File: src/sv/bgbd_pkg.sv
// Shared constants and types of the GBRG bilinear demosaic block.
`timescale 1ns / 1ps

package bgbd_pkg;

  // Frame geometry
  localparam int          MAX_SIDE_DEF = 1024;
  localparam int          SIDE_W       = 11;
  localparam logic [10:0] SIDE_RESET   = 11'd64;

  // Sample and colour width
  localparam int PIX_W = 8;

  // Configuration port
  localparam int         APB_DW         = 32;
  localparam int         APB_AW         = 2;
  localparam logic [1:0] REG_IMAGE_SIDE = 2'd0;

  // Output queue
  localparam int OQ_DEPTH = 4;
  localparam int OQ_AW    = 2;
  localparam int OQ_CW    = 3;

  // Where the window centre of one request lies in the frame
  typedef struct packed {
    logic produce;
    logic top;
    logic bottom;
    logic left;
    logic right;
    logic row_odd;
    logic col_odd;
    logic frame_end;
  } site_t;

  // One finished RGB pixel
  typedef struct packed {
    logic [PIX_W-1:0] red;
    logic [PIX_W-1:0] green;
    logic [PIX_W-1:0] blue;
    logic             frame_end;
  } pix_t;

endpackage

File: src/sv/bgbd_ofifo.sv
// Small output queue that decouples the pixel pipeline from receiver stalls.
`timescale 1ns / 1ps

module bgbd_ofifo (
  input  logic                         clk,
  input  logic                         rst_n,
  input  logic                         push,
  input  bgbd_pkg::pix_t               push_data,
  input  logic                         pop,
  output logic                         not_empty,
  output bgbd_pkg::pix_t               head,
  output logic [bgbd_pkg::OQ_CW-1:0]   level
);

  bgbd_pkg::pix_t                 q_mem [bgbd_pkg::OQ_DEPTH];
  logic [bgbd_pkg::OQ_AW-1:0]     wr_ptr_r, rd_ptr_r;
  logic [bgbd_pkg::OQ_CW-1:0]     count_r;
  logic                           do_pop;

  assign do_pop    = pop && (count_r != '0);
  assign not_empty = (count_r != '0);
  assign head      = q_mem[rd_ptr_r];
  assign level     = count_r;

  // Store pushed pixels
  always_ff @(posedge clk) begin
    if (push) begin
      q_mem[wr_ptr_r] <= push_data;
    end
  end

  // Advance pointers and track fill level
  always_ff @(posedge clk) begin
    if (!rst_n) begin
      wr_ptr_r <= '0;
      rd_ptr_r <= '0;
      count_r  <= '0;
    end else begin
      if (push) begin
        wr_ptr_r <= wr_ptr_r + bgbd_pkg::OQ_AW'(1);
      end
      if (do_pop) begin
        rd_ptr_r <= rd_ptr_r + bgbd_pkg::OQ_AW'(1);
      end
      unique case ({push, do_pop})
        2'b10:   count_r <= count_r + bgbd_pkg::OQ_CW'(1);
        2'b01:   count_r <= count_r - bgbd_pkg::OQ_CW'(1);
        default: count_r <= count_r;
      endcase
    end
  end

endmodule

File: config.mk
export PLATFORM = sky130hd
export DESIGN_NAME = bgbd_ofifo
export DESIGN_NICKNAME = d
export VERILOG_FILES = /design/src/sv/bgbd_pkg.sv /design/src/sv/bgbd_ofifo.sv
export SDC_FILE = /design/constraint.sdc
export NUM_CORES = 1
export LEC_CHECK = 0
export BUFFER_PORTS_ARGS = -buffer_cell sky130_fd_sc_hd__buf_2
export CELL_PAD_IN_SITES_DETAIL_PLACEMENT = 1
export CELL_PAD_IN_SITES_GLOBAL_PLACEMENT = 2
export CORE_MARGIN = 4
export CORE_UTILIZATION = 47
export CTS_CLUSTER_DIAMETER = 50
export DETAILED_ROUTE_END_ITERATION = 8
export PLACE_DENSITY = 0.87
export SYNTH_ARGS = -nofsm -noshare
export SYNTH_HDL_FRONTEND = slang
export SYNTH_SLANG_ARGS = --single-unit
export TNS_END_PERCENT = 100
File: constraint.sdc
create_clock -name clk -period 3.2 [get_ports clk]
set_input_delay 0.48 -clock clk [delete_from_list [all_inputs] [get_ports clk]]
set_output_delay 0.48 -clock clk [all_outputs]
set_load 0.02 [all_outputs]
==> flow_summary.yaml <==
status:
  status: "complete, no violations"
global_route:
  antenna_found_initial: 0
  grt_use_total: 0.151
  globalRouteOverflowTotal: 0
  grt_pass1_vias: 2016
  grt_pass1_wl_mm: 11.2
  grt_max_degree: 26
critical_path:
  cp_max_fo: 21
  crit_path_start_kind: "flip-flop"
  cp_slowest_cell: "dfxtp_2"
  crit_arrival_ps: 2160
  r2r-start: "level[0]"
  end_kind: "primary output"
  path_cells: "buf_4 -> mux4_2 -> buf_2"
  worstPathRequired_ps: 2720
  cp_top_family: "flip-flops"
  worst-path-buf-inv: 2
  max_stage_delay_ps: 820
  setup.worst_path.class: "reg2out"
finish:
  diodes: 0
  drive_gt1_frac: 0.388
  final_nets: 280
  area_growth_pct: 13.8
  instances_no_fill: 355
  fin_area_sq_um: 4680
placed_design:
  placed_area_sq_um: 4510
  port-buffer-count: 57
  globalplace.congestion: 0.665
  placed_cells: 339
  dp_hpwl_mm: 4.70
clocking:
  htreeDepth: 3
  clkSinkCount: 109
  post_cts_buffers: 0
  ctsResizeCount: 0
  cts_made_buffers: 9
  cts_tree: "yes"
  insertion_delay_ps: 360
  cts-root-buf: "clkbuf_8"
  ctsHoldBuffers: 0
  clk_pin_slew_ps: 100
  clock_path_buffers: 2
synth:
  synth_cell_types: 22
  syn-num-nets: 212
  synth_area_sq_um: 4110
  synth_seq_cells: 109
  synth.avg_cell_area_sq_um: 23.2
  synth_cells: 177
  yosysWarnings: 0
  ys_seq_area_frac: 0.774
hold_path:
  hold_start: "push_data[3]"
  hold_class: "in2reg"
routing:
  via_count: 1904
  ant_nets: 0
  drc: 0
  drt-initial-drc-count: 67
  drt-pass1-iter-count: 4
  routed_wl_mm: 7.22
  routed_via_density: 5.36
  drt-wirelength-per-cell_um: 20.3
floorplanning:
  die_y_um: 102
  core.rowCount: 33
  die_area_sq_um: 10300
  start_util: 0.493
  io_pins: 58
  core_sq_um: 8340
  die_w_um: 102
timing:
  hold_violations: 0
  setup_violations: 0
  worst_slew_pin_slew_ps: 741
  drv_slew: 0
  final.setup.tns_ps: 0
  finalCritPeriodShare: 0.826
  rsz0062_at_grt: "no"
  clock.fmax_ghz: 0.379
  period_needed_ps: 2640
  maxSlewHeadroom: 0.506
  finClkSkew_ps: 6.62
  hold_slack_ps: 324
pwr:
  peakVddDrop_uv: 446
  p_per_area_nw_per_um2: 680
  leakagePower_uw: 0.00160
flow_run:
  cap_violations: 0
synthesized netlist by cell type, drive strengths merged:
cell / count / area [sq um]
and2: 8 / 50.1
o31a: 1 / 8.76
nand2: 1 / 3.75
mux4: 25 / 582
buf: 5 / 61.3
or3: 2 / 12.5
dfxtp: 9 / 180
fa: 1 / 20.0
o21ai: 2 / 10.0
edfxtp: 100 / 3000
ha: 5 / 62.6
inv: 6 / 22.5
xor2: 2 / 17.5
nor2b: 3 / 18.8
clkbuf: 1 / 5.00
o311ai: 1 / 8.76
mux2i: 1 / 10.0
a21boi: 1 / 7.51
xnor2: 3 / 26.3
layout make-up:
cell class | count | area (sq um)
Multi-Input combinational cell | 56 | 838
Inverter | 6 | 22.5
Timing Repair Buffer | 63 | 330
Clock inverter | 5 | 37.5
Clock buffer | 11 | 131
Sequential cell | 109 | 3180
Fill cell | 761 | 3660
Tap cell | 105 | 131
cells in the final DEF (no fill, tap or decap), drive strengths merged:
master,instances
ha,5
dfxtp,9
and2,8
buf,63
edfxtp,100
xnor2,3
nor2b,3
nand2,1
o21ai,2
clkinvlp,1
a21boi,1
xor2,2
mux2i,1
or3,2
clkbuf,11
o311ai,1
fa,1
clkinv,4
inv,6
mux4,25
o31a,1
routing by layer:
layer,up-vias,global-route usage,share of wire
met5,-,0,0
met2,51,0.251,0.52
li1,857,-,-
met1,986,0.194,0.41
met4,0,0.0552,0.013
met3,10,0.0379,0.055
cell families after synthesis:
| family | Yosys count | synth area share |
|---|---|---|
| adder cells (fa/ha/maj) | 6 | 0.0201 |
| buffers and inverters | 12 | 0.0216 |
| multiplexers | 26 | 0.144 |
| AO/OA/AOI/OAI | 5 | 0.00853 |
| AND/OR/NAND/NOR | 14 | 0.0207 |
| flip-flops | 109 | 0.774 |
| XOR/XNOR | 5 | 0.0107 |
power by group:
| group | switching, uW | internal [uW] |
|---|---|---|
| sequential | 97.2 | 1650 |
| clock | 441 | 286 |
| combinational | 373 | 332 |
| total | 912 | 2270 |
worst paths after layout:
kind / end / slack, ps / cells past startpoint
worst min-delay path: q_mem[2][3] / 320 / 1
worst max register to register: level[2] / 1250 / 7
worst max-delay path: head[17] / 560 / 3
worst min register to register: level[2] / 550 / 2
metrics by stage:
step | util | setup slack [ps] | total power (uW)
finish | 0.561 | 558 | 3180
global route | 0.561 | 390 | 3330
CTS | 0.561 | 499 | 3220
detailed placement | 0.540 | 908 | 2500
global placement | 0.540 | 931 | 2480
floorplan | - | 1250 | 2310
registers in the layout, indices dropped and copies added (netlist names), named ones only:
name / cells
rd_ptr_r: 2
wr_ptr_r: 2
level: 3
q_mem: 100
(Power assumes the default switching activity.)
