--- src/sv/bgbd_pkg.sv ---
// Shared constants and types of the GBRG bilinear demosaic block.
`timescale 1ns / 1ps

package bgbd_pkg;

  // Frame geometry
  localparam int          MAX_SIDE_DEF = 1024;
  localparam int          SIDE_W       = 11;
  localparam logic [10:0] SIDE_RESET   = 11'd64;

  // Sample and colour width
  localparam int PIX_W = 8;

  // Configuration port
  localparam int         APB_DW         = 32;
  localparam int         APB_AW         = 2;
  localparam logic [1:0] REG_IMAGE_SIDE = 2'd0;

  // Output queue
  localparam int OQ_DEPTH = 4;
  localparam int OQ_AW    = 2;
  localparam int OQ_CW    = 3;

  // Where the window centre of one request lies in the frame
  typedef struct packed {
    logic produce;
    logic top;
    logic bottom;
    logic left;
    logic right;
    logic row_odd;
    logic col_odd;
    logic frame_end;
  } site_t;

  // One finished RGB pixel
  typedef struct packed {
    logic [PIX_W-1:0] red;
    logic [PIX_W-1:0] green;
    logic [PIX_W-1:0] blue;
    logic             frame_end;
  } pix_t;

endpackage

--- src/sv/bgbd_cfg.sv ---
// APB register file holding the frame side length, with clamped working copy.
`timescale 1ns / 1ps

module bgbd_cfg #(
  parameter int  MAX_SIDE = bgbd_pkg::MAX_SIDE_DEF,
  localparam int SW       = $clog2(MAX_SIDE + 1)
) (
  input  logic                          clk,
  input  logic                          rst_n,
  input  logic                          psel,
  input  logic                          penable,
  input  logic                          pwrite,
  input  logic [bgbd_pkg::APB_AW-1:0]   paddr,
  input  logic [bgbd_pkg::APB_DW-1:0]   pwdata,
  output logic [bgbd_pkg::APB_DW-1:0]   prdata,
  output logic                          pready,
  output logic                          restart,
  output logic [SW-1:0]                 side
);

  localparam int EW = (SW > bgbd_pkg::SIDE_W) ? SW : bgbd_pkg::SIDE_W;

  logic [bgbd_pkg::SIDE_W-1:0] image_side_r;
  logic [SW-1:0]               side_r;
  logic                        wr_en;

  // Limit a written side length to the range the line stores support
  function automatic logic [SW-1:0] clamp_side(input logic [bgbd_pkg::SIDE_W-1:0] v);
    logic [EW-1:0] ve;
    ve = EW'(v);
    if (ve < EW'(2)) begin
      return SW'(2);
    end else if (ve > EW'(MAX_SIDE)) begin
      return SW'(MAX_SIDE);
    end else begin
      return SW'(ve);
    end
  endfunction

  assign wr_en  = psel && penable && pwrite && (paddr == bgbd_pkg::REG_IMAGE_SIDE);
  assign pready = 1'b1;

  // Read back the register as written
  always_comb begin
    if (paddr == bgbd_pkg::REG_IMAGE_SIDE) begin
      prdata = bgbd_pkg::APB_DW'(image_side_r);
    end else begin
      prdata = '0;
    end
  end

  // Hold the register and its clamped copy
  always_ff @(posedge clk) begin
    if (!rst_n) begin
      image_side_r <= bgbd_pkg::SIDE_RESET;
      side_r       <= clamp_side(bgbd_pkg::SIDE_RESET);
    end else if (wr_en) begin
      image_side_r <= pwdata[bgbd_pkg::SIDE_W-1:0];
      side_r       <= clamp_side(pwdata[bgbd_pkg::SIDE_W-1:0]);
    end
  end

  assign restart = wr_en;
  assign side    = side_r;

endmodule

--- config.mk ---
export PLATFORM = sky130hd
export DESIGN_NAME = bgbd_cfg
export DESIGN_NICKNAME = d
export VERILOG_FILES = /design/src/sv/bgbd_pkg.sv /design/src/sv/bgbd_cfg.sv
export SDC_FILE = /design/constraint.sdc
export NUM_CORES = 1
export LEC_CHECK = 0
export BUFFER_PORTS_ARGS = -buffer_cell sky130_fd_sc_hd__buf_4
export CORE_ASPECT_RATIO = 0.6
export CORE_MARGIN = 2
export CORE_UTILIZATION = 36
export CTS_BUF_LIST = sky130_fd_sc_hd__clkbuf_4 sky130_fd_sc_hd__clkbuf_8 sky130_fd_sc_hd__clkbuf_16
export CTS_CLUSTER_DIAMETER = 120
export DETAILED_ROUTE_END_ITERATION = 6
export PLACE_DENSITY = 0.75
export SLEW_MARGIN = 20
export SYNTH_ARGS = -nofsm -noshare
export SYNTH_HDL_FRONTEND = slang
export SYNTH_SLANG_ARGS = --single-unit
--- constraint.sdc ---
create_clock -name clk -period 1 [get_ports clk]
set_input_delay 0.2 -clock clk [delete_from_list [all_inputs] [get_ports clk]]
set_output_delay 0.2 -clock clk [all_outputs]
set_load 0.05 [all_outputs]
==> impl_results.html <==
<table>
<tr><th>Metric</th><th>Value</th></tr>
<tr><th colspan="2">Timing</th></tr>
<tr><td>Final worst clock skew</td><td>0 ns</td></tr>
<tr><td>Final period utilization</td><td>1.09</td></tr>
<tr><td>Fin worst setup slack</td><td>-0.0856 ns</td></tr>
<tr><td>Achievable clock frequency</td><td>0.921 GHz</td></tr>
<tr><td>Hold WS</td><td>0.196 ns</td></tr>
<tr><td>Total count of hold-check failures in the final report</td><td>0</td></tr>
<tr><td>Endpoints failing setup</td><td>12</td></tr>
<tr><td>Number of slew-limit violations in the final report</td><td>0</td></tr>
<tr><td>Unrepaired setup endpoints after global routing</td><td>true</td></tr>
<tr><td>Tmin final</td><td>1.09 ns</td></tr>
<tr><th colspan="2">CTS</th></tr>
<tr><td>Num CTS Buffers</td><td>3</td></tr>
<tr><td>Bufs on Longest Clock Path</td><td>2</td></tr>
<tr><td># H-tree levels</td><td>1</td></tr>
<tr><td>Clock slew at reported path FFs</td><td>0.08 ns</td></tr>
<tr><td>Sink Count</td><td>22</td></tr>
<tr><td>TritonCTS clock tree</td><td>yes</td></tr>
<tr><td>Root buffer cell</td><td>clkbuf_8</td></tr>
<tr><td>Latest clock arrival within the worst-skew pair</td><td>0.26 ns</td></tr>
<tr><th colspan="2">Detailed routing</th></tr>
<tr><td>Number of routed nets with antenna violations</td><td>0</td></tr>
<tr><td>Remaining DRCs</td><td>0</td></tr>
<tr><td>Number of vias in the routed layout</td><td>1,164</td></tr>
<tr><td>Routed length per instance</td><td>13.0 um</td></tr>
<tr><td>Wire length reported by the detailed router</td><td>3140 um</td></tr>
<tr><td>Vias per cell</td><td>4.83</td></tr>
<tr><td>Number of DRC markers in iteration 0</td><td>46</td></tr>
<tr><td>DRT Pass-1 Iters</td><td>4</td></tr>
<tr><th colspan="2">Power</th></tr>
<tr><td>Power density cells</td><td>1170 nW/um^2</td></tr>
<tr><td>Pleak</td><td>0.000803 uW</td></tr>
<tr><td>Max IR drop VDD</td><td>0.614 mV</td></tr>
<tr><th colspan="2">Placement</th></tr>
<tr><td>Final weighted congestion of routability-driven global placement</td><td>0.890</td></tr>
<tr><td>Worst slack at placement</td><td>-0.246 ns</td></tr>
<tr><td>IO Port Bufs</td><td>40</td></tr>
<tr><td>Detailed-placement wirelength estimate</td><td>2320 um</td></tr>
<tr><td>Total cell area at the placement stage</td><td>1600 um^2</td></tr>
<tr><th colspan="2">Cells and area</th></tr>
<tr><td>Fin area</td><td>1890 um^2</td></tr>
<tr><td>Share of cells above drive strength 1</td><td>0.533</td></tr>
<tr><td>Total Nets Final</td><td>239</td></tr>
<tr><td>Final core area utilization</td><td>0.633</td></tr>
<tr><td>Area growth from synthesis to layout</td><td>61.8%</td></tr>
<tr><td>Fillers</td><td>260</td></tr>
<tr><td>Most used cells in the layout excluding fill and tap cells</td><td>buf_4, conb_1, dfxtp_2</td></tr>
<tr><td>Most common library cell in the layout ignoring fill and taps</td><td>buf_4</td></tr>
<tr><td>Ant diodes</td><td>0</td></tr>
<tr><th colspan="2">Setup path</th></tr>
<tr><td>Maximum fanout along the worst path</td><td>6</td></tr>
<tr><td>Type of the worst setup path</td><td>input port to output pin</td></tr>
<tr><td>Depth of the worst register-to-register path</td><td>3</td></tr>
<tr><td>Kind of launch point of the worst setup path</td><td>input port</td></tr>
<tr><td>Type of element capturing the critical path</td><td>output pin</td></tr>
<tr><td>Data required time of the worst path</td><td>0.80 ns</td></tr>
<tr><td>Crit path arrival time</td><td>0.89 ns</td></tr>
<tr><th colspan="2">Synth</th></tr>
<tr><td>Synthesis-stage register bit count</td><td>22</td></tr>
<tr><td>Post-synthesis instance area</td><td>1170 um^2</td></tr>
<tr><td>Proportion of synthesized chip area in sequential cells</td><td>0.377</td></tr>
<tr><td>Yosys cell types</td><td>23</td></tr>
<tr><td>Gate Count Post-Synth</td><td>144</td></tr>
<tr><td>Syn Area/Cell</td><td>8.11 um^2</td></tr>
<tr><td>Ys Warns</td><td>0</td></tr>
<tr><th colspan="2">Flow run</th></tr>
<tr><td>Max_cap viols</td><td>0</td></tr>
<tr><th colspan="2">Die</th></tr>
<tr><td>DIE AREA</td><td>3730 um^2</td></tr>
<tr><td>Vertical die dimension</td><td>48.1 um</td></tr>
<tr><td>Io pins</td><td>84</td></tr>
<tr><td>Num rows</td><td>15</td></tr>
<tr><td>Initial standard-cell utilization of the core</td><td>0.391</td></tr>
<tr><td>CORE AREA</td><td>2980 um^2</td></tr>
<tr><td>Chip width</td><td>77.5 um</td></tr>
<tr><th colspan="2">Global route</th></tr>
<tr><td>Via count of the first global-routing pass</td><td>1,086</td></tr>
<tr><td>Grt total ovfl</td><td>0</td></tr>
<tr><td>Number of antenna violations at the first check in global routing</td><td>0</td></tr>
<tr><td>Met1 routing resource usage after global routing</td><td>0.199</td></tr>
<tr><td>M2 GR Usage</td><td>0.320</td></tr>
<tr><td>Global-route usage over all layers</td><td>0.171</td></tr>
<tr><td>Wire length of the first global-routing pass</td><td>4840 um</td></tr>
<tr><td>Maximum number of pins on one net before global-route repair</td><td>21</td></tr>
<tr><td>Global route hottest layer</td><td>met2</td></tr>
<tr><td>Global-route met3 utilization</td><td>0.0648</td></tr>
<tr><th colspan="2">Hold path</th></tr>
<tr><td>Worst Hold Class</td><td>input port to flip-flop</td></tr>
<tr><td>Cell depth of the worst min-delay path</td><td>3</td></tr>
<tr><th colspan="2">Outcome</th></tr>
<tr><td>Violations in the final reports</td><td>negative setup slack</td></tr>
<tr><td>Outcome</td><td>finished with violations</td></tr>
</table>
[critical path: stages]
cell and delay (ns):
buf_8 0.10, nor2_4 0.15, buf_6 0.15, and2_4 0.15, buf_8 0.14
[synth_stat cells]
cell type / count / area share
o21ai_0: 8 / 0.034
clkbuf_1: 9 / 0.029
inv_1: 1 / 0.0032
o21ai_1: 12 / 0.051
and2_1: 11 / 0.059
and4bb_1: 1 / 0.011
inv_2: 1 / 0.0032
nand3_1: 13 / 0.056
buf_4: 22 / 0.14
nor2_1: 2 / 0.0064
o22ai_2: 1 / 0.011
nand3b_1: 1 / 0.0064
nor4_1: 2 / 0.011
nor2b_1: 1 / 0.0054
buf_2: 2 / 0.0086
dfxtp_1: 22 / 0.38
a21oi_1: 20 / 0.086
nand4bb_1: 1 / 0.0096
nand2_1: 2 / 0.0064
or4_4: 1 / 0.0096
conb_1: 2 / 0.0064
a41o_1: 1 / 0.0086
nand4b_1: 8 / 0.060
[per-layer routing]
layer	vias up	wire, um
li1	570	-
met1	544	1400
met2	46	1490
met3	4	225
met4	0	26
met5	-	0
[registers in the layout, summed over array words and instances (netlist names)]
register / flops
side: 11
image_side_r: 11
[report_power, final]
group          total [uW]  internal [uW]  switching [uW]
Combinational         486            151             335
Sequential            892            886            5.77
Clock                 829            535             295
Total                2210           1570             635
[final timing paths]
path | startpoint | end | slack, ns
hold / removal | pwdata[0] | image_side_r[0] | 0.20
hold reg to reg | image_side_r[8] | image_side_r[8] | 0.48
setup / recovery | paddr[1] | prdata[8] | -0.09
setup reg to reg | side[0] | side[0] | 0.26
[area by class of cell]
| cell class | instances | area [um^2] | area share |
|---|---|---|---|
| Clock buffer | 3 | 41.3 | 0.0219 |
| Clock inverter | 1 | 30.0 | 0.0159 |
| Multi-Input combinational cell | 107 | 644 | 0.341 |
| Inverter | 2 | 7.51 | 0.00397 |
| Sequential cell | 22 | 467 | 0.247 |
| Timing Repair Buffer | 64 | 647 | 0.342 |
| Tap cell | 42 | 52.6 | 0.0278 |
[cells by family after synthesis]
group | after synthesis | share of synthesized area
buf+inv | 35 | 0.185
simple gates | 43 | 0.240
flops | 22 | 0.377
compound gates | 42 | 0.191
other cells | 2 | 0.00643
[what timing repair did]
action | 4_1_cts | 5_1_grt
setup endpoints to repair | 20 | 23
pin swaps | 7 | 5
gates resized for setup | 58 | 16
hold buffers | 0 | 0
buffers inserted | 0 | 2
endpoints found under the hold margin | 0 | 0
gates cloned | 1 | 0
[stage by stage]
step                      power, uW  TNS [ns]  cells
after floorplan                1270    -0.486    164
after global placement         1350     -4.83    234
after detailed placement       1360     -5.48    234
after CTS                      2210    -0.893    239
after global routing           2290     -1.19    241
final                          2210    -0.898    241
Note: power is estimated with default switching activity, not from simulation.
