$ cat config.mk
export PLATFORM = sky130hd
export DESIGN_NAME = bgbd_scan
export DESIGN_NICKNAME = d
export VERILOG_FILES = /design/src/sv/bgbd_pkg.sv /design/src/sv/bgbd_scan.sv
export SDC_FILE = /design/constraint.sdc
export NUM_CORES = 1
export LEC_CHECK = 0
export ABC_AREA = 0
export BUFFER_PORTS_ARGS = -buffer_cell sky130_fd_sc_hd__buf_2
export CORE_MARGIN = 10
export CORE_UTILIZATION = 30
export DETAILED_ROUTE_END_ITERATION = 10
export PLACE_DENSITY_LB_ADDON = 0.3
export SLEW_MARGIN = 25
export SYNTH_ARGS = -nofsm -noshare
export SYNTH_HDL_FRONTEND = slang
export SYNTH_SLANG_ARGS = --single-unit
$ cat constraint.sdc
create_clock -name clk -period 8.5 [get_ports clk]
set_input_delay 0.425 -clock clk [delete_from_list [all_inputs] [get_ports clk]]
set_output_delay 0.425 -clock clk [all_outputs]
set_load 0.01 [all_outputs]
$ cat src/sv/bgbd_pkg.sv
// Shared constants and types of the GBRG bilinear demosaic block.
`timescale 1ns / 1ps

package bgbd_pkg;

  // Frame geometry
  localparam int          MAX_SIDE_DEF = 1024;
  localparam int          SIDE_W       = 11;
  localparam logic [10:0] SIDE_RESET   = 11'd64;

  // Sample and colour width
  localparam int PIX_W = 8;

  // Configuration port
  localparam int         APB_DW         = 32;
  localparam int         APB_AW         = 2;
  localparam logic [1:0] REG_IMAGE_SIDE = 2'd0;

  // Output queue
  localparam int OQ_DEPTH = 4;
  localparam int OQ_AW    = 2;
  localparam int OQ_CW    = 3;

  // Where the window centre of one request lies in the frame
  typedef struct packed {
    logic produce;
    logic top;
    logic bottom;
    logic left;
    logic right;
    logic row_odd;
    logic col_odd;
    logic frame_end;
  } site_t;

  // One finished RGB pixel
  typedef struct packed {
    logic [PIX_W-1:0] red;
    logic [PIX_W-1:0] green;
    logic [PIX_W-1:0] blue;
    logic             frame_end;
  } pix_t;

endpackage

$ cat src/sv/bgbd_scan.sv
// Raster position counters: line store address and window centre site flags.
`timescale 1ns / 1ps

module bgbd_scan #(
  parameter int  MAX_SIDE = bgbd_pkg::MAX_SIDE_DEF,
  localparam int SW       = $clog2(MAX_SIDE + 1),
  localparam int CW       = $clog2(MAX_SIDE),
  localparam int RW       = $clog2(MAX_SIDE + 2)
) (
  input  logic                        clk,
  input  logic                        rst_n,
  input  logic                        restart,
  input  logic [SW-1:0]               side,
  input  logic                        accept,
  input  logic                        pad,
  input  logic [bgbd_pkg::PIX_W-1:0]  raw_sample,
  output logic [CW-1:0]               rd_col,
  output logic [bgbd_pkg::PIX_W-1:0]  sample,
  output bgbd_pkg::site_t             site
);

  logic [CW-1:0] col_r, col_nxt;
  logic [RW-1:0] row_r, row_nxt;
  logic [CW-1:0] col_w;
  logic [SW-1:0] side_m1;
  logic          col_zero;
  logic [CW-1:0] cx, cy;
  logic [RW-1:0] row_m1, row_m2;
  logic [SW:0]   col_inc;
  logic [RW:0]   row_inc;

  assign side_m1  = side - SW'(1);
  assign col_w    = (SW'(col_r) >= side) ? '0 : col_r;
  assign col_zero = (col_w == '0);
  assign row_m1   = row_r - RW'(1);
  assign row_m2   = row_r - RW'(2);

  // Locate the window centre: one pixel behind and one row above the sample
  always_comb begin
    if (col_zero) begin
      cx = CW'(side_m1);
      cy = CW'(row_m2);
    end else begin
      cx = col_w - CW'(1);
      cy = CW'(row_m1);
    end
  end

  // Classify the centre site
  always_comb begin
    site.produce   = (row_r >= RW'(2)) || ((row_r == RW'(1)) && !col_zero);
    site.top       = (cy == '0);
    site.bottom    = (SW'(cy) == side_m1);
    site.left      = (cx == '0);
    site.right     = (SW'(cx) == side_m1);
    site.row_odd   = cy[0];
    site.col_odd   = cx[0];
    site.frame_end = site.bottom && site.right;
  end

  assign rd_col = col_w;
  assign sample = pad ? '0 : raw_sample;

  // Advance the raster position; drop back to the origin after the last pixel
  always_comb begin
    col_inc = (SW + 1)'(col_w) + (SW + 1)'(1);
    row_inc = (RW + 1)'(row_r) + (RW + 1)'(1);
    col_nxt = col_w;
    row_nxt = row_r;
    if (site.produce && site.frame_end) begin
      col_nxt = '0;
      row_nxt = '0;
    end else if (col_inc >= (SW + 1)'(side)) begin
      col_nxt = '0;
      if (row_inc > (RW + 1)'(side) + (RW + 1)'(1)) begin
        row_nxt = '0;
      end else begin
        row_nxt = row_inc[RW-1:0];
      end
    end else begin
      col_nxt = col_inc[CW-1:0];
    end
  end

  always_ff @(posedge clk) begin
    if (!rst_n) begin
      col_r <= '0;
      row_r <= '0;
    end else if (restart) begin
      col_r <= '0;
      row_r <= '0;
    end else if (accept) begin
      col_r <= col_nxt;
      row_r <= row_nxt;
    end
  end

endmodule

==> results of run 1 <==
power by group through the flow:
stage	sequential, µW	combinational (µW)	clock, µW
floorplan	101	61.1	0
global placement	101	91.2	0
detailed placement	102	92.5	0
CTS	99.3	93.0	107
global route	99.3	103	112
finish	99.3	93.9	106
critical path, cell delays in order, from the launching register on:
cell and delay [ns]:
dfxtp_1 0.62, ha_1 0.34, a21oi_1 0.14, o21ai_0 0.14, a41o_1 0.31, a21oi_1 0.79
nand2_1 0.28, ha_1 0.51, o21ai_0 0.38, o21ai_0 0.31, a211o_1 0.43, a2111oi_0 0.43
and4bb_1 0.34, nand3_1 0.67, nand3_2 0.37, o211ai_1 0.11
cell usage after synthesis, drive strengths merged (3+ instances only):
library cell	n	area share
xnor2	47	0.11
nor2b	14	0.022
o211a	3	0.0077
o211ai	7	0.013
or4	7	0.017
xor2	12	0.027
and3	6	0.0096
o21ai	22	0.028
o21a	4	0.0077
inv	30	0.029
and2	6	0.0096
nor4	6	0.0096
buf	8	0.0093
nor2	36	0.035
a21o	6	0.012
a21oi	28	0.036
o31ai	3	0.0070
mux2i	3	0.0077
nand2	46	0.044
nand4	25	0.044
a2111oi	3	0.0083
nand2b	7	0.011
dfxtp	21	0.11
ha	44	0.14
a31oi	5	0.0080
nand3	28	0.037
a41o	6	0.015
o22ai	5	0.0080
or3	11	0.019
or2	9	0.014
and4	5	0.011
clkbuf	24	0.023
nor3	19	0.028
per-stage QoR:
| stage | power (µW) | cells |
|---|---|---|
| after floorplan | 162 | 539 |
| after global placement | 193 | 729 |
| after detailed placement | 194 | 729 |
| after CTS | 300 | 733 |
| after global routing | 314 | 733 |
| final | 299 | 733 |
per-layer routing:
metal  up-vias  global-route usage  share of wire  routed length (µm)
met5         -                   0              0                   0
met4         0              0.0333          0.022                 299
met1      2029               0.187           0.45                6200
met2       155               0.242           0.46                6310
met3        25              0.0355          0.067                 923
li1       2014                   -              -                   -
worst paths after layout:
path                    to  slack (ns)  cells after the start
hold / removal    col_r[7]        0.56                      3
hold reg to reg   col_r[0]        0.57                      2
setup / recovery  row_r[6]        2.19                     15
setup reg to reg  row_r[6]        2.19                     15
layout make-up:
type                            count  area [µm²]
Fill cell                        1381        8340
Multi-Input combinational cell    455        3250
Sequential cell                    21         420
Timing Repair Buffer               50         253
Tap cell                          172         215
Inverter                           31         116
Clock buffer                        4        78.8
cell families after synthesis:
family | count (synthesis) | share of synthesized area
AOI/OAI and AO/OA | 112 | 0.198
xor gates and xnor gates | 61 | 0.147
adders and majority gates | 44 | 0.141
buffers and inverters | 63 | 0.0621
DFF | 21 | 0.107
muxes | 4 | 0.0106
and+or+nand+nor | 234 | 0.333
state kept, by name, summed over array words and instances (netlist names):
register,cells
row_r,11
col_r,10
cells in the final DEF (no fill, tap or decap), types with 5 or more instances in the layout:
| cell type | instances |
|---|---|
| dfxtp_1 | 21 |
| nand4_1 | 24 |
| nand2b_1 | 7 |
| a21oi_1 | 28 |
| or2_2 | 9 |
| o211ai_1 | 7 |
| nand2_1 | 46 |
| xnor2_1 | 45 |
| a31oi_1 | 5 |
| and3_1 | 6 |
| o21ai_0 | 21 |
| inv_1 | 30 |
| ha_1 | 44 |
| nor3_1 | 17 |
| and4_1 | 5 |
| or3_1 | 10 |
| nor2b_1 | 14 |
| o22ai_1 | 5 |
| nand3_1 | 27 |
| nor2_1 | 36 |
| xor2_1 | 12 |
| nor4_1 | 6 |
| and2_1 | 6 |
| a41o_1 | 6 |
| buf_2 | 49 |
| a21o_1 | 6 |
==> results.cfg, run 1 <==
[logic_synthesis]
ys_ff_latch = 21
netlist_instances = 539
synth_warnings = 0
ys.flop_type = dfxtp_1
synth_edf_count = 0
synth_area_um2 = 3910
syn_nets = 607
yosysUniqueCellTypes = 68
ys_seq_area_frac = 0.107
avgSynthCellArea_um2 = 7.26
async_flop_share = 0

[placed_design]
gp_congestion = 0.971
place_area_um2 = 4250
dp_hpwl_um = 11000
portBuffers = 49
preCtsSetupSlack_ns = 2.29

[routing]
post_drt_via_cell_ratio = 5.76
post_drt_wl_per_cell_um = 18.7
postRouteAntennaNets = 0
vias = 4223
drtIter0Drc = 429
drt-pass1-iter-count = 7
drt_wl_total_um = 13700
drc = 0

[power]
p_leak_uw = 0.00196
pwr-share-comb = 0.314
vdd_drop_max_mv = 0.0635
switching_share = 0.338
p_sw_uw = 101
p_int_uw = 198
power_density_nw_per_um2 = 69.1
seq_power_share = 0.332
power_frac_clock = 0.354

[sta]
hold_viol = 0
fin_ws_ns = 2.19
worst_pin_slew_ns = 0.982
drv_slew = 0
setup_tns_ns = 0
whs_ns = 0.560
finalCritPeriodShare = 0.742
rsz0062_at_grt = no
slew_headroom = 0.345
finalSetupViolCount = 0
clock_skew_ns = 0.00576
fmax_mhz = 159
fin_crit_ns = 6.31

[clocking]
cts.reportedPaths.clkPinSlew_ns = 0.06
ctsResizeCount = 0
clock_latency_ns = 0.27
cts_setup_buffers = 0
clockBufferDepth = 2
root_buffer = clkbuf_16
clock_sinks = 21
cts_tree = built
htreeDepth = 1
ctsHoldBuffers = 0
cts_buffers = 3

[final_layout]
drive_gt1_frac = 0.141
final_cell_area_um2 = 4330
syn2layout_area_growth_pct = 10.7
nets = 630
finalCoreUtilization = 0.342
antennaDiodeCount = 0

[setup_path]
cp-start-kind = flop
critPathKind = flop to flop
cp_max_fo = 20
reg2reg_from = col_r[2]
end_kind = flop
crit_path_start = col_r[2]
required_ns = 8.64
cp.arrival_ns = 6.45

[run]
cap_violations = 0

[min_path]
hp-class = input port to flop
worst_hold_startpoint = accept

[floorplanning]
die-area_um2 = 18000
pin_count = 50
die_h_um = 134
floorplan.initialDensity = 0.309
coreArea_um2 = 12700
row_count = 41
die_w_um = 134

[global_routing]
grt_usage = 0.146
grt_pass1_wl_um = 21600
grt_pass1_vias = 4081
grt_max_degree = 21
antenna_found_initial = 0
overflow = 0

[run_status]
status = completed
(Power assumes the default switching activity.)
==> inputs of run 2 (changes only) <==
Settings changed: ABC_AREA 0 to 1.
Clock period 8.5 ns to 6.2 ns, I/O delays scaled along.
==> results.cfg, run 2 <==
[run_status]
status = completed

[logic_synthesis]
synth_area_um2 = 4190
avgSynthCellArea_um2 = 5.85
yosysUniqueCellTypes = 45
synth_warnings = 0
ys.flop_type = dfxtp_1
netlist_instances = 717
syn_nets = 785
ys_ff_latch = 21
ys_top_cells_by_area = nand2_1 (16%), ha_1 (13%), dfxtp_1 (10%)
synth_common_cells = nand2_1 (179), inv_1 (100), nor2_1 (91)
ys_seq_area_frac = 0.100
yosysMostFrequentCell = nand2_1
synth_area_leader_cell = nand2_1
synth_edf_count = 0
async_flop_share = 0
synth_top_cell_area_share = 0.160

[routing]
post_drt_wl_per_cell_um = 14.3
post_drt_via_cell_ratio = 4.92
postRouteAntennaNets = 0
drt_wl_total_um = 13300
drtIter0Drc = 408
vias = 4565
drt-pass1-iter-count = 5
drc = 0

[clocking]
ctsHoldBuffers = 0
cts_buffers = 3
clock_latency_ns = 0.26
cts_tree = built
htreeDepth = 1
root_buffer = clkbuf_16
clock_sinks = 21
cts_setup_buffers = 0
clockBufferDepth = 2
cts.reportedPaths.clkPinSlew_ns = 0.06
ctsResizeCount = 0

[floorplanning]
die_h_um = 138
coreArea_um2 = 13800
row_count = 43
pin_count = 50
floorplan.initialDensity = 0.304
die_w_um = 138
die-area_um2 = 19100

[setup_path]
crit_chain = ha_1, nand2_1, nand2_1, nor2_1, o21ai_1, nor2_1, o21ai_1, nand3_4, o21ai_0, a2111oi_0, o2111ai_1, nor2_1, buf_2
cp.arrival_ns = 4.62
required_ns = 5.89
path_buf_inv = 1
crit_top_cell = nor2_1
critPathKind = flop to output pin
cp_top_family = simple AND/OR/NAND/NOR gates
end_kind = output pin
slowest_delay_ns = 0.70
crit_path_top_delay_cell = nor2_1
cp_max_fo = 44
cp-start-kind = flop

[global_routing]
overflow = 0
grt_usage = 0.136
grt_pass1_wl_um = 22100
antenna_found_initial = 0
grt_pass1_vias = 4368
grt_max_degree = 45

[sta]
clock_skew_ns = 0.00264
finalCritPeriodShare = 0.795
hold_viol = 0
slew_headroom = 0.353
rsz0062_at_grt = no
finalSetupViolCount = 0
drv_slew = 0
worst_pin_slew_ns = 0.964
fin_crit_ns = 4.93
fmax_mhz = 203
whs_ns = 0.496
setup_tns_ns = 0

[final_layout]
layout_commonest_cell = nand2_1
syn2layout_area_growth_pct = 10.5
largest_reg_flops = 11
antennaDiodeCount = 0
nets = 817
drive_gt1_frac = 0.108
final_cells = 928
layout_common_cells = nand2_1 (179), inv_1 (100), nor2_1 (91)
largest_register = row_r
top_regs = row_r x11, col_r x10

[run]
cap_violations = 0

[placed_design]
post-place-cells = 923
gp_congestion = 0.922
portBuffers = 49
dp_hpwl_um = 11000

[power]
p_leak_uw = 0.00259
vdd_drop_max_mv = 0.0758
power_density_nw_per_um2 = 87.5

[min_path]
hp-class = input port to flop
run 2: cell count changes in the layout (fill, tap and decap cells not counted), moves of 28 or more:
| cell | before | now |
|---|---|---|
| nand2_1 | 46 | 179 |
| inv_1 | 30 | 100 |
| nor2_1 | 36 | 91 |
| xnor2_1 | 45 | 5 |
| nand3_1 | 27 | 64 |
| xor2_1 | 12 | 40 |
run 2: kinds of logic after synthesis:
group | Yosys count | share of synthesized area
and+or+nand+nor | 409 | 0.448
buffers and inverters | 132 | 0.130
AOI/OAI and AO/OA | 66 | 0.0958
xor gates and xnor gates | 45 | 0.0940
adders and majority gates | 44 | 0.131
DFF | 21 | 0.100
run 2: worst register-to-register path, stage by stage, from the launching register on:
cell,delay (ns)
dfxtp_1,0.51
ha_1,0.31
nand2_1,0.07
nand2_1,0.05
nor2_1,0.26
o21ai_1,0.12
nor2_1,0.70
nand2_1,0.22
inv_1,0.22
nand3_1,0.14
nor2_1,0.15
nand3_1,0.13
nor2_1,0.15
xor2_1,0.16
inv_1,0.10
ha_1,0.29
nand2_1,0.10
nor4_1,0.08
a2111oi_2,0.52
nand2_4,0.23
nand2_4,0.15
nand2_1,0.06
nand2_1,0.06
nor2_1,0.04
run 2: path summary, 6_finish.rpt:
kind                               start  endpoint  slack, ns  cells past startpoint
worst min-delay path             restart  row_r[8]       0.50                      4
worst max register to register  col_r[2]  row_r[0]       1.29                     23
worst max-delay path            col_r[2]   site[4]       1.27                     13
worst min register to register  col_r[0]  col_r[0]       0.54                      2
run 2: cell type report:
type / instances / area (µm²)
multi-input combinational: 564 / 3230
sequential: 21 / 420
inverter: 106 / 403
tap: 180 / 225
timing repair buffer: 53 / 273
clock buffer: 4 / 78.8
fill: 1606 / 9140
run 2: metal layers:
metal	GRT usage	routed length (µm)	vias up
li1	-	-	2399
met1	0.184	6430	2016
met2	0.216	5800	134
met3	0.0202	836	16
met4	0.0383	222	0
met5	0	0	-
run 2: power by group:
| group | total [µW] | switching, µW | internal (µW) | leakage, µW |
|---|---|---|---|---|
| registers | 136 | 0.698 | 135 | 0.000169 |
| clock network | 141 | 52.7 | 87.9 | 0.0000382 |
| logic | 129 | 86.5 | 42.3 | 0.00239 |
| total | 406 | 140 | 266 | 0.00259 |
run 2: metrics by stage:
stage | worst slack (ns) | instance area [µm²] | utilization | power [µW]
floorplan | 1.61 | 4190 | - | 231
global placement | 1.22 | 4550 | 0.330 | 268
detailed placement | 1.29 | 4550 | 0.330 | 268
CTS | 1.32 | 4630 | 0.336 | 410
global route | 0.898 | 4630 | 0.336 | 432
finish | 1.27 | 4630 | 0.336 | 406
==> inputs of run 3 (changes only) <==
Settings changed: ABC_AREA 1 to 0.
Clock period 6.2 ns to 4.14 ns, I/O delays scaled along.
==> results.cfg, run 3 (synthesized netlist as in run 1, its figures left out) <==
[setup_path]
cp-start-kind = flop
r2r_cells = 20
cp_max_fo = 6
critPathKind = flop to output pin
reg2reg_from = col_r[0]
required_ns = 3.93
reg2reg_to = row_r[7]
crit_path_start = col_r[0]
cp.arrival_ns = 3.73
end_kind = output pin
r2r_setup_slack_ns = 0.24

[sta]
finalSetupViolCount = 0
slew_headroom = 0.466
clock_skew_ns = 0.00964
hold_viol = 0
fmax_mhz = 254
worst_pin_slew_ns = 0.795
finalCritPeriodShare = 0.952
drv_slew = 0
whs_ns = 0.331
fin_crit_ns = 3.94

[global_routing]
grt_usage = 0.154
grt_pass1_vias = 4249
overflow = 0
grt_pass1_wl_um = 22700
grt_max_degree = 21
antenna_found_initial = 0

[clocking]
clockBufferDepth = 2
cts_tree = built
ctsHoldBuffers = 0
cts.reportedPaths.clkPinSlew_ns = 0.07
htreeDepth = 1
clock_latency_ns = 0.27
clock_sinks = 21
cts_buffers = 3
root_buffer = clkbuf_16

[final_layout]
nets = 696
layout_commonest_cell = buf_4
multi_input_area_um2 = 3390
antennaDiodeCount = 0
regArea_um2 = 420
syn2layout_area_growth_pct = 26.8
fillers = 1356
top_regs = row_r x11, col_r x10
final_cell_area_um2 = 4960
largest_register = row_r
layout_common_cells = buf_4 (65), buf_2 (50), xnor2_1 (45)
largest_reg_flops = 11
drive_gt1_frac = 0.262

[power]
p_leak_uw = 0.00231
vdd_drop_max_mv = 0.121
power_density_nw_per_um2 = 130

[run]
cap_violations = 0

[routing]
drt-pass1-iter-count = 5
post_drt_wl_per_cell_um = 18.4
vias = 4435
drc = 0
drtIter0Drc = 406
postRouteAntennaNets = 0
drt_wl_total_um = 14700
post_drt_via_cell_ratio = 5.55

[placed_design]
dp_hpwl_um = 11900
place_area_um2 = 4680
portBuffers = 49
gp_congestion = 0.980

[run_status]
status = completed

[min_path]
worst_hold_startpoint = accept
hp-class = input port to flop
hold_end = col_r[9]
hold_depth = 3

[floorplanning]
floorplan.initialDensity = 0.309
die-area_um2 = 18000
coreArea_um2 = 12700
die_w_um = 134
row_count = 41
pin_count = 50
die_h_um = 134
==> run 3: cell types whose count changed in the layout (fill, tap and decap cells not counted), moves of 38 or more <==
cell     change
inv_1       -70
nand2_1    -136
nor2_1      -55
nand3_1     -38
buf_4       +62
xnor2_1     +40
==> run 3: worst max-delay path, cell delays in order (launching register included) <==
cell	delay (ns)
dfxtp_1	0.33
inv_1	0.05
ha_1	0.27
nor2b_1	0.14
o21ai_2	0.10
a41o_1	0.22
a21oi_4	0.18
nand2_2	0.10
ha_4	0.19
buf_2	0.16
nor2b_4	0.13
o31ai_2	0.08
a221o_1	0.35
a221oi_2	0.24
a31oi_2	0.14
buf_4	0.16
nor3_4	0.33
and2_1	0.17
buf_2	0.13
==> run 3: worst max path at each step <==
stage / end / slack [ns]
after floorplan: row_r[10] / 0.02
after global placement: row_r[6] / 0.006
after CTS: row_r[8] / 0.08
final: site[0] / 0.20
after global routing: row_r[2] / -0.007
after detailed placement: row_r[8] / -0.06
==> run 3: power breakdown <==
group	internal, µW	switching (µW)
clock network	132	86.4
logic	96.0	129
registers	203	0.286
total	431	216
==> run 3: per-stage QoR <==
stage / TNS (ns) / std cells / util / total power (µW) / setup WS, ns
final: 0 / 799 / 0.391 / 646 / 0.199
after floorplan: 0 / 539 / - / 334 / 0.0165
after CTS: 0 / 789 / 0.377 / 640 / 0.0788
after global routing: -0.00738 / 799 / 0.391 / 678 / -0.00738
after detailed placement: -0.291 / 785 / 0.369 / 421 / -0.0605
after global placement: 0 / 785 / 0.369 / 418 / 0.00616
==> run 3: timing repair <==
| item | in CTS | in global routing |
|---|---|---|
| gates resized for setup | 4 | 22 |
| pin swaps | 0 | 11 |
| buffers inserted | 0 | 9 |
| setup endpoints to repair | 15 | 25 |
| cloned | 0 | 1 |
==> run 3: cell type report <==
type                            instances  area share
Clock buffer                            4      0.0159
Timing Repair Buffer                  115       0.149
Sequential cell                        21      0.0848
Multi-Input combinational cell        456       0.684
Tap cell                              172      0.0434
Inverter                               31      0.0235
==> run 3: metal layers <==
metal  global-route usage  part of all wire  up-vias
met5                    0                 0        -
met4               0.0441             0.026        0
met3               0.0355             0.072       31
met2                0.258              0.47      179
met1                0.192              0.43     2082
li1                     -                 -     2143
